===== config.mk =====
export PLATFORM = sky130hd
export DESIGN_NAME = three_wire_touchpad_host_link_flat
export DESIGN_NICKNAME = d
export VERILOG_FILES = /design/src/rtl/core/ttphl_pkg.sv /design/src/rtl/core/ttphl_if.sv /design/src/rtl/core/ttphl_cfg.sv /design/src/rtl/core/ttphl_core.sv /design/src/rtl/core/three_wire_touchpad_host_link.sv /design/src/flat_wrapper.sv
export SDC_FILE = /design/constraint.sdc
export NUM_CORES = 1
export LEC_CHECK = 0
export ABC_CLOCK_PERIOD_IN_PS = 6000
export BUFFER_PORTS_ARGS = -buffer_cell sky130_fd_sc_hd__buf_2
export CORE_ASPECT_RATIO = 1.2
export CORE_MARGIN = 2
export CORE_UTILIZATION = 62
export CTS_CLUSTER_DIAMETER = 30
export DETAILED_ROUTE_END_ITERATION = 16
export PLACE_DENSITY = 0.92
export SLEW_MARGIN = 15
export SYNTH_ARGS = -nofsm -noshare
export SYNTH_HDL_FRONTEND = slang
export SYNTH_SLANG_ARGS = --single-unit

===== constraint.sdc =====
create_clock -name clk -period 6 [get_ports clk]
set_clock_uncertainty 0.1 [all_clocks]
set_input_delay 0.9 -clock clk [delete_from_list [all_inputs] [get_ports clk]]
set_output_delay 0.9 -clock clk [all_outputs]
set_load 0.02 [all_outputs]

===== src/rtl/core/ttphl_pkg.sv =====
package ttphl_pkg;

    typedef enum logic [4:0] {
        PH_IDLE, PH_RX_COMMIT, PH_RX_BLO, PH_RX_BHI, PH_RX_PAR, PH_RX_STOP,
        PH_TX_REQ, PH_TX_START, PH_TX_BLO, PH_TX_BHI, PH_TX_PAR, PH_TX_STOP,
        PH_FL_LO, PH_FL_HI, PH_FL_RAISE, PH_GF_P0, PH_GF_P3
    } phase_t;

    localparam logic [1:0] CMD_TICK  = 2'd0;
    localparam logic [1:0] CMD_QUEUE = 2'd1;
    localparam logic [1:0] CMD_SEND  = 2'd2;
    localparam logic [1:0] CMD_FLUSH = 2'd3;

    localparam logic [1:0] DRV_LO  = 2'd0;
    localparam logic [1:0] DRV_HI  = 2'd1;
    localparam logic [1:0] DRV_REL = 2'd2;

    localparam logic [2:0] ST_NONE    = 3'd0;
    localparam logic [2:0] ST_RX_DONE = 3'd1;
    localparam logic [2:0] ST_TX_DONE = 3'd2;
    localparam logic [2:0] ST_ABORT   = 3'd3;
    localparam logic [2:0] ST_BAD_HDR = 3'd4;
    localparam logic [2:0] ST_FRAMING = 3'd5;
    localparam logic [2:0] ST_GFLUSH  = 3'd6;
    localparam logic [2:0] ST_FL_DONE = 3'd7;

    localparam logic [1:0] REG_WAIT_LIMIT   = 2'd0;
    localparam logic [1:0] REG_FLUSH_CYCLES = 2'd1;
    localparam logic [1:0] REG_RX_KEEP      = 2'd2;
    localparam logic [1:0] REG_AUTO_FLUSH   = 2'd3;

    localparam logic [7:0] HDR_FLAG = 8'h08;
    localparam logic [7:0] HDR_LEN  = 8'h07;

    typedef struct packed {
        logic [1:0] cmd;
        logic       clk_level;
        logic       data_level;
        logic [7:0] tx_byte;
    } in_item_t;

    typedef struct packed {
        logic       ack_level;
        logic [1:0] data_drive;
        logic [7:0] rx_byte;
        logic       rx_valid;
        logic       rx_is_header;
        logic       rx_last;
        logic [2:0] status;
        logic       parity_mismatch;
        logic       wait_timeout;
        logic       busy_res;
    } out_item_t;

    typedef struct packed {
        logic [15:0] wait_limit;
        logic [7:0]  flush_cycles;
        logic [3:0]  rx_keep;
        logic        auto_flush;
    } cfg_t;

    function automatic logic want_high(input phase_t ph);
        case (ph)
            PH_RX_COMMIT, PH_RX_BHI, PH_RX_STOP, PH_TX_START, PH_TX_BHI,
            PH_TX_STOP, PH_FL_HI, PH_GF_P3: want_high = 1'b1;
            default: want_high = 1'b0;
        endcase
    endfunction

endpackage


===== src/rtl/core/ttphl_if.sv =====
interface ttphl_in_if
    import ttphl_pkg::*;
();
    logic     valid;
    logic     ready;
    in_item_t payload;
    modport source (output valid, output payload, input ready);
    modport sink (input valid, input payload, output ready);
endinterface

interface ttphl_out_if
    import ttphl_pkg::*;
();
    logic      valid;
    logic      ready;
    out_item_t payload;
    modport source (output valid, output payload, input ready);
    modport sink (input valid, input payload, output ready);
endinterface


===== src/rtl/core/ttphl_cfg.sv =====
module ttphl_cfg
    import ttphl_pkg::*;
(
    input  logic        clk,
    input  logic        rst_n,
    input  logic        cfg_we,
    input  logic [1:0]  cfg_index,
    input  logic [15:0] cfg_data,
    output cfg_t        cfg
);

    cfg_t cfg_reg;

    always_ff @(posedge clk or negedge rst_n)
    begin
        if (!rst_n)
        begin
            cfg_reg.wait_limit   <= 16'd10000;
            cfg_reg.flush_cycles <= 8'd36;
            cfg_reg.rx_keep      <= 4'd8;
            cfg_reg.auto_flush   <= 1'b1;
        end
        else if (cfg_we)
        begin
            unique case (cfg_index)
                REG_WAIT_LIMIT:   cfg_reg.wait_limit   <= cfg_data;
                REG_FLUSH_CYCLES: cfg_reg.flush_cycles <= cfg_data[7:0];
                REG_RX_KEEP:      cfg_reg.rx_keep      <= cfg_data[3:0];
                REG_AUTO_FLUSH:   cfg_reg.auto_flush   <= cfg_data[0];
                default: ;
            endcase
        end
    end

    assign cfg = cfg_reg;

endmodule


===== src/rtl/core/ttphl_core.sv =====
module ttphl_core
    import ttphl_pkg::*;
#(
    parameter int TX_DEPTH = 8
)
(
    input  logic      clk,
    input  logic      rst_n,
    input  logic      step,
    input  in_item_t  item,
    input  cfg_t      cfg,
    output out_item_t res
);

    localparam int QW = (TX_DEPTH > 1) ? $clog2(TX_DEPTH) : 1;

    phase_t      phase_reg, phase_next;
    logic [2:0]  bit_reg, bit_next;
    logic [3:0]  byte_reg, byte_next;
    logic [2:0]  plen_reg, plen_next;
    logic [7:0]  shift_reg, shift_next;
    logic        par_reg, par_next;
    logic [15:0] wait_reg, wait_next;
    logic [7:0]  fl_reg, fl_next;
    logic [4:0]  cnt_reg, cnt_next;
    logic        ack_reg, ack_next;
    logic [1:0]  data_reg, data_next;
    logic [7:0]  queue_mem [TX_DEPTH];
    logic        qwe;

    logic [15:0] wait_inc;
    logic [4:0]  byte5;
    logic        go;
    logic        sending;
    logic        b;

    always_comb
    begin
        phase_next = phase_reg; bit_next = bit_reg; byte_next = byte_reg;
        plen_next = plen_reg; shift_next = shift_reg; par_next = par_reg;
        wait_next = wait_reg; fl_next = fl_reg; cnt_next = cnt_reg;
        ack_next = ack_reg; data_next = data_reg;
        qwe = 1'b0;
        res = '0;
        go = 1'b0;
        b = 1'b0;
        byte5 = {1'b0, byte_reg};
        wait_inc = wait_reg + 16'd1;
        sending = (phase_reg >= PH_TX_REQ) && (phase_reg <= PH_TX_STOP);
        if (step)
        begin
            unique case (item.cmd)
                CMD_QUEUE:
                begin
                    if (!sending && cnt_reg < 5'(TX_DEPTH))
                    begin
                        qwe = 1'b1;
                        cnt_next = cnt_reg + 5'd1;
                    end
                end
                CMD_SEND:
                begin
                    if (phase_reg == PH_IDLE)
                    begin
                        data_next = DRV_LO; byte_next = '0; bit_next = '0;
                        par_next = 1'b0; wait_next = '0; phase_next = PH_TX_REQ;
                    end
                end
                CMD_FLUSH:
                begin
                    if (phase_reg == PH_IDLE)
                    begin
                        data_next = DRV_LO; fl_next = '0; wait_next = '0;
                        phase_next = (cfg.flush_cycles != 0) ? PH_FL_LO : PH_FL_RAISE;
                    end
                end
                default:
                begin
                    if (phase_reg == PH_IDLE)
                    begin
                        if (!item.clk_level)
                        begin
                            ack_next = 1'b0; wait_next = '0; phase_next = PH_RX_COMMIT;
                        end
                    end
                    else
                    begin
                        if (item.clk_level == want_high(phase_reg))
                            go = 1'b1;
                        else
                        begin
                            wait_next = wait_inc;
                            if (wait_inc >= cfg.wait_limit)
                            begin
                                go = 1'b1;
                                res.wait_timeout = 1'b1;
                            end
                        end
                    end
                end
            endcase
        end

        if (go)
        begin
            wait_next = '0;
            unique case (phase_reg)
                PH_RX_COMMIT:
                begin
                    data_next = DRV_REL; ack_next = 1'b1;
                    if (item.data_level)
                        res.status = ST_ABORT;
                    else
                    begin
                        byte_next = '0; plen_next = '0; bit_next = '0;
                        shift_next = '0; par_next = 1'b0; phase_next = PH_RX_BLO;
                    end
                end
                PH_RX_BLO:
                begin
                    shift_next = shift_reg | (8'(item.data_level) << bit_reg);
                    par_next = par_reg ^ item.data_level;
                    bit_next = bit_reg + 3'd1;
                    ack_next = 1'b0; phase_next = PH_RX_BHI;
                end
                PH_RX_BHI:
                begin
                    shift_next = shift_reg | (8'(item.data_level) << bit_reg);
                    par_next = par_reg ^ item.data_level;
                    bit_next = bit_reg + 3'd1;
                    ack_next = 1'b1;
                    if (bit_next != 0)
                        phase_next = PH_RX_BLO;
                    else if (byte_reg == 0 && (shift_next & HDR_FLAG) == 0)
                        res.status = ST_BAD_HDR;
                    else
                    begin
                        if (byte_reg == 0) plen_next = shift_next[2:0];
                        if (byte_reg < cfg.rx_keep)
                        begin
                            res.rx_valid = 1'b1;
                            res.rx_byte = shift_next;
                            res.rx_is_header = (byte_reg == 0);
                            res.rx_last = (byte_reg == {1'b0, plen_next});
                        end
                        shift_next = '0;
                        if (byte_reg >= {1'b0, plen_next})
                            phase_next = PH_RX_PAR;
                        else
                        begin
                            byte_next = byte_reg + 4'd1;
                            phase_next = PH_RX_BLO;
                        end
                    end
                end
                PH_RX_PAR:
                begin
                    par_next = item.data_level != par_reg;
                    ack_next = 1'b0; phase_next = PH_RX_STOP;
                end
                PH_RX_STOP:
                begin
                    ack_next = 1'b1;
                    res.parity_mismatch = par_reg;
                    if (!item.data_level)
                        res.status = ST_FRAMING;
                    else
                    begin
                        res.status = ST_RX_DONE; phase_next = PH_IDLE;
                    end
                end
                PH_TX_REQ:
                begin
                    ack_next = 1'b0; phase_next = PH_TX_START;
                end
                PH_TX_START, PH_TX_BHI:
                begin
                    if (phase_reg == PH_TX_BHI && bit_reg != 0)
                    begin
                        b = shift_reg[bit_reg];
                        data_next = {1'b0, b}; par_next = par_reg ^ b;
                        bit_next = bit_reg + 3'd1;
                        ack_next = 1'b1; phase_next = PH_TX_BLO;
                    end
                    else
                    begin
                        if (phase_reg == PH_TX_BHI) byte5 = {1'b0, byte_reg} + 5'd1;
                        byte_next = byte5[3:0];
                        if (byte5 < cnt_reg)
                        begin
                            shift_next = (byte5 < 5'(TX_DEPTH)) ? queue_mem[byte5[QW-1:0]]
                                                              : 8'd0;
                            b = shift_next[0];
                            data_next = {1'b0, b}; par_next = par_reg ^ b;
                            bit_next = 3'd1;
                            ack_next = 1'b1; phase_next = PH_TX_BLO;
                        end
                        else
                        begin
                            data_next = {1'b0, par_reg}; ack_next = 1'b1;
                            phase_next = PH_TX_PAR;
                        end
                    end
                end
                PH_TX_BLO:
                begin
                    b = shift_reg[bit_reg];
                    data_next = {1'b0, b}; par_next = par_reg ^ b;
                    bit_next = bit_reg + 3'd1;
                    ack_next = 1'b0; phase_next = PH_TX_BHI;
                end
                PH_TX_PAR:
                begin
                    data_next = DRV_HI; ack_next = 1'b0; phase_next = PH_TX_STOP;
                end
                PH_TX_STOP:
                begin
                    data_next = DRV_REL; cnt_next = '0; ack_next = 1'b1;
                    if (!item.data_level)
                    begin
                        res.status = ST_GFLUSH;
                        phase_next = item.clk_level ? PH_GF_P0 : PH_GF_P3;
                    end
                    else
                    begin
                        res.status = ST_TX_DONE; phase_next = PH_IDLE;
                    end
                end
                PH_FL_LO:
                begin
                    ack_next = 1'b0; phase_next = PH_FL_HI;
                end
                PH_FL_HI:
                begin
                    ack_next = 1'b1; fl_next = fl_reg + 8'd1;
                    phase_next = (fl_next >= cfg.flush_cycles) ? PH_FL_RAISE : PH_FL_LO;
                end
                PH_FL_RAISE:
                begin
                    ack_next = 1'b1;
                    if (!item.clk_level)
                    begin
                        data_next = DRV_HI; phase_next = PH_GF_P3;
                    end
                    else
                    begin
                        data_next = DRV_REL;
                        if (item.data_level)
                        begin
                            res.status = ST_FL_DONE; phase_next = PH_IDLE;
                        end
                        else
                            phase_next = PH_GF_P0;
                    end
                end
                PH_GF_P0:
                begin
                    ack_next = 1'b0; phase_next = PH_GF_P3;
                end
                PH_GF_P3:
                begin
                    data_next = DRV_REL; ack_next = 1'b1;
                    if (item.data_level)
                    begin
                        res.status = ST_FL_DONE; phase_next = PH_IDLE;
                    end
                    else
                        phase_next = PH_GF_P0;
                end
                default: phase_next = PH_IDLE;
            endcase
            if (res.status == ST_ABORT || res.status == ST_BAD_HDR
                || res.status == ST_FRAMING)
            begin
                if (cfg.auto_flush)
                begin
                    data_next = DRV_LO; fl_next = '0; wait_next = '0;
                    phase_next = (cfg.flush_cycles != 0) ? PH_FL_LO : PH_FL_RAISE;
                end
                else
                begin
                    phase_next = PH_IDLE; data_next = DRV_REL;
                end
            end
        end
        res.ack_level = ack_next;
        res.data_drive = data_next;
        res.busy_res = (phase_next != PH_IDLE);
    end

    always_ff @(posedge clk or negedge rst_n)
    begin
        if (!rst_n)
        begin
            phase_reg <= PH_IDLE; bit_reg <= '0; byte_reg <= '0; plen_reg <= '0;
            shift_reg <= '0; par_reg <= 1'b0; wait_reg <= '0; fl_reg <= '0;
            cnt_reg <= '0; ack_reg <= 1'b1; data_reg <= DRV_REL;
        end
        else
        begin
            phase_reg <= phase_next; bit_reg <= bit_next; byte_reg <= byte_next;
            plen_reg <= plen_next; shift_reg <= shift_next; par_reg <= par_next;
            wait_reg <= wait_next; fl_reg <= fl_next; cnt_reg <= cnt_next;
            ack_reg <= ack_next; data_reg <= data_next;
        end
    end

    always_ff @(posedge clk)
    begin
        if (qwe)
            queue_mem[cnt_reg[QW-1:0]] <= item.tx_byte;
    end

endmodule


===== src/rtl/core/three_wire_touchpad_host_link.sv =====
// Channel   Direction  Payload
// in_ch     sink       cmd, clk_level, data_level, tx_byte
// out_ch    source     ack_level, data_drive, rx_byte, rx_valid, rx_is_header,
//                      rx_last, status, parity_mismatch, wait_timeout, busy_res
// One transaction in, one out; a new transaction each cycle while the output is not stalled.
// The result appears from the result register in the cycle after acceptance.
// Input is taken while the result register is empty or being drained.
// Reset returns the link to idle with ACK high and DATA released.
module three_wire_touchpad_host_link
    import ttphl_pkg::*;
#(
    parameter int TX_DEPTH = 8
)
(
    input  logic        clk,
    input  logic        rst_n,
    ttphl_in_if.sink    in_ch,
    ttphl_out_if.source out_ch,
    input  logic        cfg_we,
    input  logic [1:0]  cfg_index,
    input  logic [15:0] cfg_data
);

    cfg_t      cfg;
    out_item_t res;
    out_item_t res_reg;
    logic      valid_reg;
    logic      step;

    assign in_ch.ready = !valid_reg || out_ch.ready;
    assign step = in_ch.valid && in_ch.ready;

    ttphl_cfg u_cfg (
        .clk(clk), .rst_n(rst_n), .cfg_we(cfg_we), .cfg_index(cfg_index),
        .cfg_data(cfg_data), .cfg(cfg)
    );

    ttphl_core #(.TX_DEPTH(TX_DEPTH)) u_core (
        .clk(clk), .rst_n(rst_n), .step(step), .item(in_ch.payload),
        .cfg(cfg), .res(res)
    );

    always_ff @(posedge clk or negedge rst_n)
    begin
        if (!rst_n)
            valid_reg <= 1'b0;
        else if (in_ch.ready)
            valid_reg <= in_ch.valid;
    end

    always_ff @(posedge clk)
    begin
        if (step)
            res_reg <= res;
    end

    assign out_ch.valid = valid_reg;
    assign out_ch.payload = res_reg;

endmodule


===== src/flat_wrapper.sv =====
// flat-port wrapper written by rule: the top's interface ports become plain ports
module three_wire_touchpad_host_link_flat import ttphl_pkg::*;
#(
    parameter int TX_DEPTH = 8
)
  (clk, rst_n, cfg_we, cfg_index, cfg_data, in_ch_valid, in_ch_payload, in_ch_ready, out_ch_valid, out_ch_payload, out_ch_ready);
  ttphl_in_if in_ch_i ();
  ttphl_out_if out_ch_i ();
  input  logic clk;
  input  logic rst_n;
  input  logic cfg_we;
  input  logic [1:0] cfg_index;
  input  logic [15:0] cfg_data;
  input wire logic [$bits(in_ch_i.valid)-1:0] in_ch_valid;
  input wire logic [$bits(in_ch_i.payload)-1:0] in_ch_payload;
  output wire logic [$bits(in_ch_i.ready)-1:0] in_ch_ready;
  output wire logic [$bits(out_ch_i.valid)-1:0] out_ch_valid;
  output wire logic [$bits(out_ch_i.payload)-1:0] out_ch_payload;
  input wire logic [$bits(out_ch_i.ready)-1:0] out_ch_ready;
  assign in_ch_i.valid = in_ch_valid;
  assign in_ch_i.payload = in_ch_payload;
  assign in_ch_ready = in_ch_i.ready;
  assign out_ch_valid = out_ch_i.valid;
  assign out_ch_payload = out_ch_i.payload;
  assign out_ch_i.ready = out_ch_ready;
  three_wire_touchpad_host_link #(.TX_DEPTH(TX_DEPTH)) u_core (.clk(clk), .rst_n(rst_n), .in_ch(in_ch_i), .out_ch(out_ch_i), .cfg_we(cfg_we), .cfg_index(cfg_index), .cfg_data(cfg_data));
endmodule

==> metrics, run 1 <==
CTS buffer count=17; Worst-Margin Slew=0.975 ns; syn_nets=990; fin nets=1043; synthesized area=9600 um^2; quantity of hold-fixing buffers added after cts=0; CTS Root Cell=clkbuf_16; vias after detailed routing=7732; wire per inst=20.2 um; post-cts sizing count=0; Area Growth Syn to Fin=12.2%; postcts setup bufs=0; layout cells sized above 1=17.4%; Worst Setup Path Type=flop to flop; RSZ-0062 raised after global routing=no; core area=15100 um^2; fillers=976; Final GP Congestion=0.930; global route overflow=0; initial antenna violation count=0; Min Hold Slack=0.275 ns; yosys synthesis warning count=0; Synth cell types=80; Critical R2R Launch=u_core.u_core.wait_reg[2]; hpwl dp=16.2 mm; clk buf depth=2; Crit path required time=6.09 ns; vias per cell=6.56; Max-cap violations=0; number of H-tree levels=4; CTS tree=done; GRT Resource Usage Total=29.3%; largest net degree at the start of global routing=59; clock-pin slew on the worst setup and hold paths=0.08 ns; Tcrit/Tclk final=89.6%; Final Setup Violations=0; Antenna diodes=0; worst ir drop on vdd=0.244 mV; count of final hold-check violations=0; sequential-to-total area share from yosys stat=48.8%; Max Clock Freq=186 MHz; most used flip-flop cell after synthesis=edfxtp_1; relative slew slack=34.8%; Routed Antenna Nets=0; Iteration-0 DRC Markers=1117; Seq cells post-synth=170; first-pass GRT wire length=38.4 mm; WL final=23.8 mm; Post-DP Area=10100 um^2; power per cell area=361 nW/um^2; HP Class=primary input to async pin; endpoint class of the critical path=flop; vias in the first global route=7636; outcome=finished, final reports clean; critical path startpoint category=flop; worst skew pair latency=0.46 ns; Cells after Synth=908; Post-synth EDFFs=84; Syn Area/Cell=10.6 um^2; Buffers on Ports=56; final core utilization=71.4%; I/O pin total=57; die height=140 um; DRT Pass-1 Iters=6; asr flop ratio synth=50.6%; number of cells on the worst reg-to-reg path=15; WP data arrival=5.47 ns; setup_tns=0 ns; Slew Limit Fails=0; die area=16500 um^2; leakage=4.52 nW; reg-to-reg endpoint=u_core.out_ch.payload[0]; worst-path maximum fanout=20; Period minus WS final=5.38 ns; max reg flops=64; # clock sinks=170; reg-to-reg slack, setup=0.62 ns; initial core utilization=63.7%; DRC viols=0; die width=118 um; # rows=49; post-route cell area=10800 um^2
power by group:
part / switching, mW / total (mW) / internal, mW
sequential: 0.115 / 1.45 / 1.33
clock: 0.599 / 1.20 / 0.598
combinational: 0.755 / 1.24 / 0.486
total: 1.47 / 3.89 / 2.42
critical path, stage by stage, from the launching register on:
cell and delay [ns]:
dfrtp_1 0.47, nand3_1 0.22, or3_1 0.48, nor2_1 0.22
and3_1 0.26, and3_1 0.23, xor2_1 0.23, ha_1 0.29
a211o_1 0.30, a21oi_1 0.16, o211ai_1 0.11, a41oi_1 0.47
a21o_1 0.69, a41o_1 0.18, o21ai_0 0.12, or4b_1 0.56
area by class of cell:
type,instances,area (um^2),area share [%]
sequential,170,4690,43.5
clock inverter,15,236,2.20
inverter,52,195,1.81
multi-input combinational,649,4570,42.5
timing repair buffer,71,395,3.67
clock buffer,17,425,3.95
tap,204,255,2.37
cells by family (layout without fill, tap and decap cells):
family	count (synthesis)	in the layout	synth area share [%]
AO/OA/AOI/OAI	227	227	15.8
XOR/XNOR	23	23	2.18
adder cells (fa/ha/maj)	47	47	6.12
buffers and inverters	89	155	3.67
flip-flops	170	170	48.8
multiplexers	51	51	7.78
AND/OR/NAND/NOR	301	301	15.6
cells in the final DEF (no fill, tap or decap), types with 12 or more instances in the layout:
master	Yosys	final
nand2_1	87	87
edfxtp_1	84	84
dfrtp_1	75	75
nor2_1	66	66
o21ai_0	57	57
buf_2	15	55
inv_1	51	51
a21oi_1	51	51
ha_1	47	47
nand3_1	34	34
mux2_2	19	19
nand2b_1	18	18
nor3_1	18	18
mux4_2	17	17
clkbuf_16	0	17
a21o_1	16	16
buf_4	0	16
mux2i_1	15	15
a22o_1	15	15
nor2b_1	14	14
xor2_1	13	13
and3_1	12	12
cells in the mapped netlist (all sizes together) (5+ instances only):
cell type	count	area share (%)
o211ai	5	0.39
nand4	6	0.39
a211oi	6	0.52
buf	17	0.86
nand3	35	1.9
and2	8	0.52
mux2i	15	1.6
nor2	68	2.8
clkbuf	20	0.78
inv	51	2.0
mux2	19	2.2
o21a	5	0.39
dfstp	11	3.0
a21o	16	1.3
nor2b	14	0.91
dfrtp	75	20
a31oi	11	0.72
xnor2	10	0.99
and3	12	0.78
o21ai	59	3.1
ha	47	6.1
a22o	15	1.4
or3	6	0.39
nand2b	18	1.2
a21oi	53	2.8
nand2	87	3.4
edfxtp	84	26
mux4	17	4.0
xor2	13	1.2
nor3	18	0.94
stage by stage:
step / setup slack (ns) / power [mW] / cells
floorplan: 1.74 / 2.35 / 908
global placement: 1.16 / 2.61 / 1146
detailed placement: 0.985 / 2.65 / 1146
CTS: 0.719 / 3.86 / 1178
global route: 0.391 / 4.06 / 1178
finish: 0.621 / 3.89 / 1178
how the worst max path moves through the flow:
stage / from / end
floorplan: u_core.u_core.wait_reg[2] / u_core.out_ch.payload[0]
global placement: u_core.u_core.wait_reg[2] / u_core.u_core.wait_reg[12]
detailed placement: u_core.u_core.wait_reg[2] / u_core.u_core.shift_reg[5]
CTS: u_core.u_core.wait_reg[2] / u_core.u_core.wait_reg[11]
global route: u_core.u_core.wait_reg[2] / u_core.u_core.wait_reg[11]
finish: u_core.u_core.wait_reg[2] / u_core.out_ch.payload[0]
routing by layer:
layer  global-route usage (%)  wire length, um  part of all wire (%)  vias up
met5                        0                0                     0        -
met4                     17.1             1090                   4.6        0
met3                     5.50             1820                   7.6      112
met2                     48.6            11900                    50      459
met1                     36.2             8990                    38     3688
li1                         -                -                     -     3473
Note: power is estimated with default switching activity, not from simulation.
==> run 2, diff against run 1 <==
Settings changed: ABC_AREA set to 1.
==> metrics, run 2 <==
sequential-to-total area share from yosys stat=48.3% (-0.51 points); DRT Pass-1 Iters=5 (-1); CTS buffer count=17 (unchanged); leakage=5.00 nW (+11%); RSZ-0062 raised after global routing=no; power per cell area=360 nW/um^2 (about the same); global route overflow=0 (unchanged); Buffers on Ports=56 (unchanged); DRC viols=0 (unchanged); Final GP Congestion=0.975 (+4.9%); Syn Area/Cell=8.69 um^2 (-18%); grt met1 use=36.5% (+0.30 points); global route hottest layer=met2; Max-cap violations=0 (unchanged); CTS Root Cell=clkbuf_16; met3 usage=4.61% (-0.89 points); WP data arrival=4.57 ns (-0.90 ns); post-cts sizing count=0 (unchanged); Crit path required time=6.17 ns (+0.08 ns); setup_tns=0 ns (unchanged); endpoint class of the critical path=flop; clock-pin slew on the worst setup and hold paths=0.08 ns (about the same); Period minus WS final=4.40 ns (-0.983 ns); Slew Limit Fails=0 (unchanged); layout cells sized above 1=13.5% (-3.8 points); largest net degree at the start of global routing=87 (+47%); Max Clock Freq=227 MHz (+22%); Post-synth EDFFs=84 (unchanged); count of final hold-check violations=0 (unchanged); Cells after Synth=1116 (+23%); outcome=finished, final reports clean; Tcrit/Tclk final=73.3% (-16 points); HP Class=flop to flop; syn_nets=1198 (+21%); min-delay src=u_core.u_cfg.cfg[22]; GRT Resource Usage Total=29.2% (-0.18 points); I/O pin total=57 (unchanged); Worst Setup Path Type=flop to flop; # rows=50 (+2.0%); CTS tree=done; number of H-tree levels=4 (unchanged); yosys synthesis warning count=0 (unchanged); Critical R2R Launch=u_core.u_core.wait_reg[0]; critical path startpoint category=flop; Synth top cells by count=nand2_1 (217), inv_1 (141), nor2_1 (104); initial antenna violation count=0 (unchanged); Seq cells post-synth=170 (unchanged); Area contributors post-synth=edfxtp_1 (26%), dfrtp_1 (19%), nand2_1 (8.4%); relative slew slack=29.1% (-5.7 points); Routed Antenna Nets=0 (unchanged); synthesized area=9700 um^2 (+1.1%); worst-path maximum fanout=33 (+65%); most common cell in the netlist=nand2_1; vias after detailed routing=8272 (+7.0%); reg-to-reg endpoint=u_core.u_core.wait_reg[13]; worst skew pair latency=0.44 ns (-0.02 ns); fin nets=1245 (+19%); Iteration-0 DRC Markers=991 (-11%); Worst-Margin Slew=1.06 ns (+0.0866 ns); worst hold path depth=2; clk buf depth=2 (unchanged); vias in the first global route=8014 (+5.0%); reg-to-reg slack, setup=1.60 ns (+0.98 ns); vias per cell=5.98 (-8.9%); core area=15500 um^2 (+2.5%); worst ir drop on vdd=0.245 mV (+0.51%); die height=141 um (+0.51%); commonest cells after routing, fill and taps aside=nand2_1 (217), inv_1 (141), nor2_1 (104); WHS Endpoint=u_core.u_cfg.cfg[22]; WL final=23.4 mm (-1.5%); Yosys top cell by area=edfxtp_1; asr flop ratio synth=50.6% (unchanged); first-pass GRT wire length=38.8 mm (+0.97%); die area=16700 um^2 (+1.0%); wire per inst=16.9 um (-16%); most common cell after layout, fill and taps aside=nand2_1; GR met2 Demand/Resource=50.3% (+1.7 points); area share of the largest cell type after synthesis=26.0% (-0.27 points); Synth cell types=54 (-33%); Area Growth Syn to Fin=10.4%; die width=118 um (+0.51%); Min Hold Slack=0.382 ns (+0.106 ns); # clock sinks=170 (unchanged); postcts setup bufs=0 (unchanged); Antenna diodes=0 (unchanged); quantity of hold-fixing buffers added after cts=0 (unchanged); max reg flops=64 (unchanged); number of cells on the worst reg-to-reg path=20 (+5); hpwl dp=16.0 mm (-0.69%); most used flip-flop cell after synthesis=edfxtp_1; initial core utilization=62.8% (-0.87 points); total power=3.86 mW (-0.66%); Final Setup Violations=0 (unchanged)
-- run 2: cell families (layout without fill, tap and decap cells) --
group	count (synthesis)	count (layout)	synth area share [%]
xor gates and xnor gates	22	22	2.06
adders and majority gates	47	47	6.06
and+or+nand+nor	477	477	22.7
AOI/OAI and AO/OA	218	218	12.9
buffers and inverters	182	242	7.97
DFF	170	170	48.3
-- run 2: report_power, final --
part | switching [mW] | internal, mW | total [mW]
Combinational | 0.838 | 0.374 | 1.21
Clock | 0.560 | 0.580 | 1.14
Sequential | 0.148 | 1.36 | 1.51
Total | 1.55 | 2.31 | 3.86
-- run 2: layer usage --
metal / wire length, um / up-vias / part of all wire [%]
li1: - / 3875 / -
met3: 1830 / 73 / 7.8
met2: 11700 / 443 / 50
met4: 718 / 0 / 3.1
met5: 0 / - / 0
met1: 9130 / 3881 / 39
-- run 2: how the worst max path moves through the flow --
stage,from,end,slack [ns],cells after the start
after floorplan,u_core.u_core.wait_reg[0],u_core.out_ch.payload[0],2.69,22
after global placement,u_core.u_core.wait_reg[0],u_core.u_core.wait_reg[11],2.01,20
after detailed placement,u_core.u_core.wait_reg[0],u_core.u_core.wait_reg[10],1.75,20
after CTS,u_core.u_core.wait_reg[0],u_core.u_core.wait_reg[7],1.64,21
after global routing,u_core.u_core.wait_reg[0],u_core.u_core.wait_reg[13],1.01,21
final,u_core.u_core.wait_reg[0],u_core.u_core.wait_reg[13],1.60,20
-- run 2: through the flow --
stage	setup slack [ns]	std cells	cell area (um^2)	util, %
after floorplan	2.69	1116	9700	-
after global placement	2.01	1352	10100	65.1
after detailed placement	1.75	1352	10100	65.1
after CTS	1.64	1384	10700	69.2
after global routing	1.01	1384	10700	69.3
final	1.60	1384	10700	69.3
-- run 2: critical path: stages (launching register included) --
cell and delay [ns]:
dfrtp_1 0.43, ha_1 0.24, nand3_1 0.12, nor2_1 0.17, inv_1 0.08, nor2_1 0.18, nand4_1 0.15, nor2_1 0.17
nand4_1 0.12, xor2_1 0.20, ha_1 0.26, nand2_1 0.07, inv_1 0.04, nand3_1 0.07, inv_1 0.04, a21oi_1 0.19
nand4_1 0.19, nand2_4 0.37, nand3_1 0.12, nand2_1 0.68, o21ai_0 0.23
-- run 2: cell type report --
type	instances	area, um^2
clock buffer	17	425
clock inverter	15	206
fill	1110	4740
inverter	151	572
multi-input combinational	764	4250
sequential	170	4690
tap	208	260
timing repair buffer	59	309
==> run 3, diff against run 2 <==
Settings changed: ABC_CLOCK_PERIOD_IN_PS 6000 to 4400.
Clock period 6 ns to 4.4 ns, I/O delays scaled along.
==> metrics, run 3 (synthesis gave the netlist of run 2 again) <==
# rows=50 (unchanged); commonest cells after routing, fill and taps aside=nand2_1 (217), inv_1 (141), nor2_1 (104); clk buf depth=2 (unchanged); Slew Limit Fails=0 (unchanged); CTS tree=done; reg-to-reg slack, setup=0.27 ns (-1.33 ns); WP data arrival=4.34 ns (-0.23 ns); core area=15500 um^2 (unchanged); I/O pin total=57 (unchanged); initial core utilization=62.8% (unchanged); reg-to-reg endpoint=u_core.u_core.wait_reg[14]; max reg flops=64 (unchanged); Max-cap violations=0 (unchanged); Final GP Congestion=0.988 (+1.3%); wire per inst=16.8 um (-0.84%); Crit path required time=4.61 ns (-1.56 ns); die area=16700 um^2 (unchanged); worst ir drop on vdd=0.400 mV (+63%); final core utilization=69.9% (+0.60 points); endpoint class of the critical path=flop; vias after detailed routing=8343 (+0.86%); Buffers on Ports=56 (unchanged); worst skew pair latency=0.45 ns (about the same); Switching Share=39.9% (-0.14 points); Sw Pwr=2.10 mW (+36%); Critical R2R Launch=u_core.u_core.wait_reg[0]; most common cell after layout, fill and taps aside=nand2_1; outcome=finished, final reports clean; count of final hold-check violations=0 (unchanged); total power=5.26 mW (+36%); Comb pwr share=31.6% (+0.2 points); # clock sinks=170 (unchanged); die width=118 um (unchanged); number of cells on the worst reg-to-reg path=22 (+10%); Final Setup Violations=0 (unchanged); hpwl dp=16.1 mm (+0.14%); largest net degree at the start of global routing=51 (-41%); die height=141 um (unchanged); fin nets=1257 (+0.96%); critical path startpoint category=flop; pre-CTS setup slack=0.313 ns (-1.44 ns); vias per cell=5.98 (about the same); DRT Pass-1 Iters=6 (+1); DRC viols=0 (unchanged); power per cell area=487 nW/um^2 (+35%); first-pass GRT wire length=37.9 mm (-2.3%); global route overflow=0 (unchanged); internal power=3.16 mW (+37%); Antenna diodes=0 (unchanged); Worst-Margin Slew=1.06 ns (-0.00573 ns); clock-pin slew on the worst setup and hold paths=0.07 ns (about the same); fillers=1109 (-0.090%); Area Growth Syn to Fin=11.3%; Worst Setup Path Type=flop to flop; Iteration-0 DRC Markers=767 (-23%); layout cells sized above 1=14.4% (+0.87 points); number of H-tree levels=4 (unchanged); Routed Antenna Nets=0 (unchanged); CTS Root Cell=clkbuf_16; vias in the first global route=7848 (-2.1%); GRT Resource Usage Total=28.9% (-0.30 points); CTS buffer count=17 (unchanged); Period minus WS final=4.13 ns (-0.265 ns); share of power burned in the clock network=29.4% (about the same); Min Hold Slack=0.143 ns (-0.238 ns); worst-path maximum fanout=32 (-3.0%); relative slew slack=29.5% (+0.38 points); cell total after placement=1357 (+0.37%); initial antenna violation count=0 (unchanged); WL final=23.4 mm (about the same); Layout Cells excl Fill=1396 (+0.87%); HP Class=primary input to async pin; Tcrit/Tclk final=93.9% (+21 points); Flop pwr share=39.0% (about the same); leakage=5.06 nW (+1.2%); Max Clock Freq=242 MHz (+6.4%); setup ws final=0.269 ns (-1.33 ns)
run 3: worst max-delay path by stage:
stage | startpoint | endpoint | slack [ns] | cells past startpoint
after floorplan | u_core.u_core.wait_reg[0] | u_core.out_ch.payload[0] | 1.09 | 22
after global placement | u_core.u_core.wait_reg[0] | u_core.out_ch.payload[6] | 0.60 | 20
after detailed placement | u_core.u_core.wait_reg[0] | u_core.out_ch.payload[10] | 0.31 | 20
after CTS | u_core.u_core.wait_reg[0] | u_core.out_ch.payload[10] | 0.16 | 20
after global routing | u_core.u_core.wait_reg[0] | u_core.u_core.wait_reg[14] | -0.03 | 23
final | u_core.u_core.wait_reg[0] | u_core.u_core.wait_reg[14] | 0.27 | 22
run 3: layer usage:
layer | part of all wire (%) | vias up | global-route usage, %
met5 | 0 | - | 0
met4 | 3.8 | 0 | 14.5
met3 | 8.8 | 84 | 6.43
met2 | 49 | 459 | 48.5
met1 | 38 | 3902 | 35.2
li1 | - | 3898 | -
run 3: power groups by stage:
stage / registers [mW] / logic (mW) / clock network (mW)
2_1_floorplan: 2.01 / 1.26 / 0
3_3_place_gp: 2.07 / 1.55 / 0
3_5_place_dp: 2.07 / 1.59 / 0
4_1_cts: 2.04 / 1.61 / 1.55
5_1_grt: 2.07 / 1.84 / 1.63
6_report: 2.05 / 1.66 / 1.55
run 3: worst max-delay path, cell delays in order (launching register included):
cell and delay (ns):
dfrtp_1 0.44, ha_1 0.24, nand3_1 0.13, nor2_1 0.18, inv_1 0.07, nor2_1 0.23
nand4_1 0.17, nor2_1 0.16, nand4_1 0.13, xor2_1 0.21, ha_1 0.26, nand2_1 0.08
inv_1 0.04, nand3_1 0.07, inv_1 0.04, a21oi_1 0.17, nand4_1 0.19, nand2_4 0.17
buf_4 0.27, nand3_1 0.10, nand2_1 0.07, buf_4 0.28, o21ai_0 0.15
run 3: timing repair:
| item | in CTS | in global routing |
|---|---|---|
| hold endpoints to repair | 0 | 0 |
| resized for setup | 0 | 3 |
| buffers inserted | 0 | 7 |
| hold buffers | 0 | 0 |
| setup endpoints to repair | 0 | 54 |
run 3: metrics by stage:
step                area (um^2)  setup TNS (ns)
floorplan                  9700               0
global route              10800          -0.296
finish                    10800               0
CTS                       10700               0
detailed placement        10100               0
global placement          10100               0
run 3: layout make-up:
cell class | count | area (um^2) | area share (%)
well taps | 208 | 260 | 2.41
multi-input cells | 764 | 4260 | 39.4
flip-flops and latches | 170 | 4690 | 43.4
inverters | 151 | 574 | 5.32
clock buffers | 17 | 425 | 3.94
repair buffers | 71 | 395 | 3.66
clock inverters | 15 | 201 | 1.87
